===== src/sv/vmpm_pkg.sv =====
package vmpm_pkg;
  localparam logic [29:0] MODULUS = 30'd998244353;
  localparam int unsigned DIM_CAP = 16;
  // floor(2^60 / p), the Barrett reciprocal for products below 2^60
  localparam logic [30:0] BARRETT_MU = 31'((64'd1 << 60) / 64'(MODULUS));

  typedef enum logic [1:0] {
    OP_LOAD_MATRIX = 2'd0,
    OP_LOAD_VECTOR = 2'd1,
    OP_START       = 2'd2,
    OP_NONE        = 2'd3
  } opcode_t;

  // One multiply-accumulate request to the shared MAC unit
  typedef struct packed {
    logic        clear;
    logic        valid;
    logic [29:0] a;
    logic [29:0] b;
  } mac_req_t;
endpackage


===== src/sv/vmpm_mac.sv =====
// Shared modular multiply-accumulate: acc = (acc + a*b) mod p.
// One 32x32 multiplier serves every step: the product, both halves of the
// Barrett quotient estimate and quotient times p. Busy from S_QHI through S_ADD.
module vmpm_mac (
  input  logic             clk,
  input  logic             rst,
  input  vmpm_pkg::mac_req_t req,
  output logic             busy,
  output logic [29:0]      acc
);
  typedef enum logic [2:0] {
    S_IDLE, S_QHI, S_QLO, S_QUOT, S_QMUL, S_RED, S_ADD
  } mac_state_t;

  mac_state_t  state;
  logic [31:0] mul_x;
  logic [31:0] mul_y;
  logic [63:0] mul_p;
  logic [59:0] prod;
  logic [63:0] q_hi;
  logic [63:0] q_lo;
  logic [29:0] quot;
  logic [31:0] qp_lo;
  logic [31:0] diff;
  logic [29:0] rem;
  logic [30:0] sum;

  assign busy  = (state != S_IDLE);
  assign mul_p = mul_x * mul_y;
  // remainder estimate is below 2p, so the low 32 bits carry it exactly
  assign diff  = prod[31:0] - qp_lo;
  assign sum   = {1'b0, acc} + {1'b0, rem};

  always_comb begin
    unique case (state)
      S_IDLE: begin
        mul_x = {2'b0, req.a};
        mul_y = {2'b0, req.b};
      end
      S_QHI: begin
        mul_x = {2'b0, prod[59:30]};
        mul_y = {1'b0, vmpm_pkg::BARRETT_MU};
      end
      S_QLO: begin
        mul_x = {2'b0, prod[29:0]};
        mul_y = {1'b0, vmpm_pkg::BARRETT_MU};
      end
      S_QMUL: begin
        mul_x = {2'b0, quot};
        mul_y = {2'b0, vmpm_pkg::MODULUS};
      end
      default: begin
        mul_x = '0;
        mul_y = '0;
      end
    endcase
  end

  always_ff @(posedge clk) begin
    if (rst) begin
      state <= S_IDLE;
      acc   <= '0;
    end else begin
      unique case (state)
        S_IDLE: begin
          if (req.valid) begin
            if (req.clear) acc <= '0;
            prod  <= mul_p[59:0];
            state <= S_QHI;
          end else if (req.clear) begin
            acc <= '0;
          end
        end
        S_QHI: begin
          q_hi  <= mul_p;
          state <= S_QLO;
        end
        S_QLO: begin
          q_lo  <= mul_p;
          state <= S_QUOT;
        end
        S_QUOT: begin
          quot  <= 30'((q_hi + (q_lo >> 30)) >> 30);
          state <= S_QMUL;
        end
        S_QMUL: begin
          qp_lo <= mul_p[31:0];
          state <= S_RED;
        end
        S_RED: begin
          rem   <= (diff >= {2'b0, vmpm_pkg::MODULUS}) ?
                   30'(diff - {2'b0, vmpm_pkg::MODULUS}) : diff[29:0];
          state <= S_ADD;
        end
        S_ADD: begin
          acc   <= (sum >= {1'b0, vmpm_pkg::MODULUS}) ?
                   30'(sum - {1'b0, vmpm_pkg::MODULUS}) : sum[29:0];
          state <= S_IDLE;
        end
        default: state <= S_IDLE;
      endcase
    end
  end
endmodule


===== config.mk =====
export PLATFORM = sky130hd
export DESIGN_NAME = vmpm_mac
export DESIGN_NICKNAME = d
export VERILOG_FILES = /design/src/sv/vmpm_pkg.sv /design/src/sv/vmpm_mac.sv
export SDC_FILE = /design/constraint.sdc
export NUM_CORES = 2
export LEC_CHECK = 0
export BUFFER_PORTS_ARGS = -buffer_cell sky130_fd_sc_hd__buf_2
export CAP_MARGIN = 20
export CORE_MARGIN = 2
export CORE_UTILIZATION = 50
export DETAILED_ROUTE_END_ITERATION = 7
export PLACE_DENSITY = 0.7
export SLEW_MARGIN = 20
export SYNTH_ARGS = -nofsm -noshare
export SYNTH_HDL_FRONTEND = slang
export SYNTH_SLANG_ARGS = --single-unit
export TNS_END_PERCENT = 50

===== constraint.sdc =====
create_clock -name clk -period 24.2 [get_ports clk]
set_input_delay 4.84 -clock clk [delete_from_list [all_inputs] [get_ports clk]]
set_output_delay 4.84 -clock clk [all_outputs]
set_load 0.01 [all_outputs]

# After elaboration in Yosys (flattened, before gate mapping)
# Cells that the tools add are included.
# word_totals
regBits,309
inputBits,64
output_inout_bits,31
word_cells,44
# classes
n_addsub,5
n_mul,1
n_lt_le_gt_ge,2
n_eq_ne,8
mux,8
n_bitwise,1
reduce_logical,11
# op_table
cell,n
$pmux W30 S4,1
$pmux W31 S3,1
$mux W30,3
$mul A30 B31 Y61,1
$add A60 B34 Y60,1
$pmux W30 S2,1
$sub A30 B30 Y30 const B,2
$ge A32 B30 Y1 const B,1
$sub A32 B32 Y32,1
$add A30 B30 Y31,1
$ge A31 B30 Y1 const B,1
$pmux W3 S6,1
$reduce_and A2 Y1,6
$eq A3 B3 Y1 const B,3
$eq A3 B2 Y1 const B,2
$ne A2 B2 Y1 const B,2
$eq A3 B1 Y1 const B,1
$logic_not A3 Y1,1
$mux W3,1
$reduce_and A3 Y1,1
$reduce_bool A3 Y1,1
$reduce_bool A2 Y1,1
$reduce_or A2 Y1,1
$not A1 Y1,1

# Logic depth before layout (Yosys ltp)
# logic_depth
depth_word,4
mapped_depth,38
mapped_depth_nobuf,34

# Worst setup path after synthesis
# OpenSTA, ideal clock, no wires.
# synth_timing
path_type,input to register
from,in req[45] (netlist name)
to,"reg prod[56], data pin"
setup_time_ns,0.269
t_arrival_ns,13.120
t_required_ns,23.931
setup_slack_ns,10.811
path_stages,32
path_buffers,2
path_cell_list,a22o_1 a221oi_1 clkbuf_1 nor2_1 fa_1 inv_1 fa_1 inv_1 fa_1 inv_1 fa_1 inv_1 fa_1 fa_1 fa_1 inv_1 fa_1 inv_1 ha_1 clkbuf_1 nand2_1 nor3_1 nand3_1 or2_2 a2111oi_0 o21a_1 o31ai_1 a21oi_1 a21boi_0 o21ai_0 a21boi_0 xnor2_1
# synth_between
elab_chain_cells,2
# synth_lines
item,line_no,source
"start, declared",vmpm_mac.sv:7,"input vmpm_pkg::mac_req_t req,"
$pmux W30 S4,vmpm_mac.sv:35,unique case (state)
$mul A30 B31 Y61,vmpm_mac.sv:29,assign mul_p = mul_x * mul_y;
via mul_p[56],vmpm_mac.sv:18,logic [63:0] mul_p;
"end signal, assigned",vmpm_mac.sv:68,prod <= mul_p[59:0];
"end, declared",vmpm_mac.sv:19,logic [59:0] prod;
# The timed path passes the listed nets, and every way through them passes these cells.
# A chain may end at the register's enable or synchronous reset.

# Worst setup path in the final report
# layout_timing
from,in req[36] (netlist name)
to,"reg q_lo[57], data pin"
# layout_between
elab_chain_cells,2
# layout_lines
item,line_no,source
$pmux W30 S4,vmpm_mac.sv:35,
$mul A30 B31 Y61,vmpm_mac.sv:29,
via mul_p[57],vmpm_mac.sv:18,
"end signal, assigned",vmpm_mac.sv:79,q_lo <= mul_p;
"end, declared",vmpm_mac.sv:21,logic [63:0] q_lo;
# The timed path passes the listed nets, and every way through them passes these cells.

==> impl_metrics.toml <==
[status]
status = "finished, final reports clean"

[floorplanning]
rows = 110
fp.dieW_um = 305
start_util_pct = 50.4
coreArea_sq_um = 89700
die_area_sq_um = 92800
die_h_um = 305
ios = 95

[detailed_routing]
viasPerCell = 5.82
antenna_left = 0
vias = 35500
drc = 0
routedWlPerCell_um = 22.5
drt_iter0_markers = 3293
drt_wl_total_mm = 137
dr.pass1.iters = 6

[place]
portBuffers = 94
place_congestion = 0.986
hpwlAfterDp_mm = 110
pre_cts_ws_ns = 9.87

[sta]
rsz0062_at_grt = "false"
clock_skew_ns = 0.0217
layout_setup_ws_ns = 10.31
report.final.slew_viol_count = 0
hold_viol_final = 0
fin_crit_sh_pct = 57.4
final-setup-viol-count = 0
holdWs_ns = 0.473
post-route-min-period_ns = 13.89
tns_ns = 0
max_freq_mhz = 72.0
slew_headroom_pct = 26.5
tightestPinTransition_ns = 1.10

[flow_run]
drv_cap = 0

[synthesis]
synth_seq_cells = 276
synth_warnings = 0
synth_area_sq_um = 45200
syn-num-nets = 6117
synthArstFlopShare_pct = 0
synth_edf_count = 243
synth_top_area_share_pct = 35.9
synthTopCellsByCount = "inv_1 (930), fa_1 (810), nor2_1 (646)"
ys_seq_area_share_pct = 17.6
synth-main-ff-cell = "edfxtp_1"
synth.area.top_cells = "fa_1 (36%), edfxtp_1 (16%), ha_1 (9.5%)"
synth.distinct_cells = 90
syn_area_per_cell_sq_um = 9.22
yosysMostFrequentCell = "inv_1"
synth_cells = 4899
yosys.area.top_type = "fa_1"

[finish]
nFillCells = 8097
syn2layout_area_growth_pct = 6.64
layout.nets = 6115
drive_above_1_share_pct = 6.26

[clock_network]
clock_path_buffers = 3
clock-root-buffer = "clkbuf_16"
cts_made_buffers = 27
cts_resized = 0
cts_tree = "built"
cts_setup_buffers = 0
clk_latency_ns = 0.59
cts.reportedPaths.clkPinSlew_ns = 0.07
clock-sinks = 276
hold_buffers = 0
htreeDepth = 1

[critical_path]
slowest_delay_ns = 0.85
worstPathRequired_ns = 24.50
path_class = "primary input to register"
cpMostUsedCell = "fa_1"
rrSetupSlack_ns = 12.72
critPathLaunchType = "primary input"
reg2reg_to = "q_hi[56]"
slowest_stage = "a221o_1"
r2r_cells = 31
arrival_ns = 14.19
r2r-start = "state[1]"
cp-end-kind = "register"
worst-path-max-fanout = 16

[hold_path]
whs_path_depth = 2
hp-class = "register to register"
whs_endpoint = "acc[15]"
hold_path.startpoint = "acc[15]"

[global_routing]
grt_usage_pct = 29.9
grt-ovfl-total = 0
grt_pass1_vias = 36500
grt_pass1_wl_mm = 212
grt_max_degree = 58
antenna_found_initial = 0
[routing by layer]
layer | part of all wire [%] | wire, um | track usage, % | vias up
met4 | 6.5 | 8890 | 15.5 | 0
li1 | - | - | - | 15500
met3 | 8.7 | 12000 | 4.81 | 449
met1 | 38 | 52100 | 38.5 | 17800
met5 | 0 | 0 | 0 | -
met2 | 47 | 64100 | 49.0 | 1689
[cell type report]
type	instances	area [sq um]	area share, %
Multi-Input combinational cell	3475	33200	69.0
Clock buffer	32	694	1.44
Tap cell	1176	1470	3.05
Sequential cell	276	7960	16.5
Antenna cell	1	2.50	0.00519
Timing Repair Buffer	187	1170	2.43
Inverter	930	3490	7.24
Clock inverter	18	176	0.366
[worst max-delay path by stage]
stage / from / cells after the start / slack [ns] / end
final: req[36] / 32 / 10.31 / q_lo[57]
after global routing: req[36] / 32 / 9.95 / q_lo[57]
after CTS: req[36] / 28 / 10.46 / q_hi[56]
after detailed placement: req[36] / 28 / 9.87 / q_hi[56]
after global placement: req[36] / 32 / 10.04 / prod[57]
after floorplan: req[45] / 32 / 10.81 / prod[56]
[worst max-delay path: cells and delay by family]
kind | cells | cell delay [ns]
compound gates | 9 | 3.50
simple gates | 5 | 0.99
buf+inv | 8 | 0.51
xor+xnor | 1 | 0.15
fa+ha+maj | 9 | 4.16
[state kept, by name, indices dropped and copies added, names as in the netlist]
name / cells
prod: 60
q_hi: 60
qp_lo: 32
q_lo: 31
acc: 30
quot: 30
rem: 30
state: 3
[layout by cell type (no fill, tap or decap), types with 19 or more instances in the layout]
master and instances:
a21o_1 86, a21oi_1 148, a221o_1 27, a221oi_2 19, a22o_1 29, and2_1 29, and3_1 28, buf_2 94
buf_4 93, clkbuf_16 27, dfxtp_1 33, edfxtp_1 243, fa_1 810, ha_1 344, inv_1 930, nand2_1 538
nand2b_1 29, nand3_1 58, nand4_1 29, nor2_1 641, nor2b_1 26, nor3_1 40, o21ai_0 90, o21ai_1 23
xnor2_1 124, xor2_1 58
[logic make-up (layout without fill, tap and decap cells)]
logic type | Yosys count | after routing | synth area share [%]
flip-flops | 276 | 276 | 17.6
buffers and inverters | 1148 | 1167 | 9.57
XOR/XNOR | 182 | 182 | 3.53
multiplexers | 8 | 8 | 0.183
other | 0 | 1 | 0
AO/OA/AOI/OAI | 606 | 606 | 9.14
AND/OR/NAND/NOR | 1525 | 1525 | 14.6
adder cells (fa/ha/maj) | 1154 | 1154 | 45.4
[per-stage QoR]
step | instance area, sq um | utilization (%) | cells
2_1_floorplan | 45200 | - | 4899
3_3_place_gp | 47300 | 52.7 | 6044
3_5_place_dp | 47300 | 52.7 | 6044
4_1_cts | 48200 | 53.7 | 6094
5_1_grt | 48200 | 53.7 | 6094
6_report | 48200 | 53.7 | 6095
Power is not shown: default switching activity piles up to over one toggle a cycle in this logic, so the estimate is an artifact.
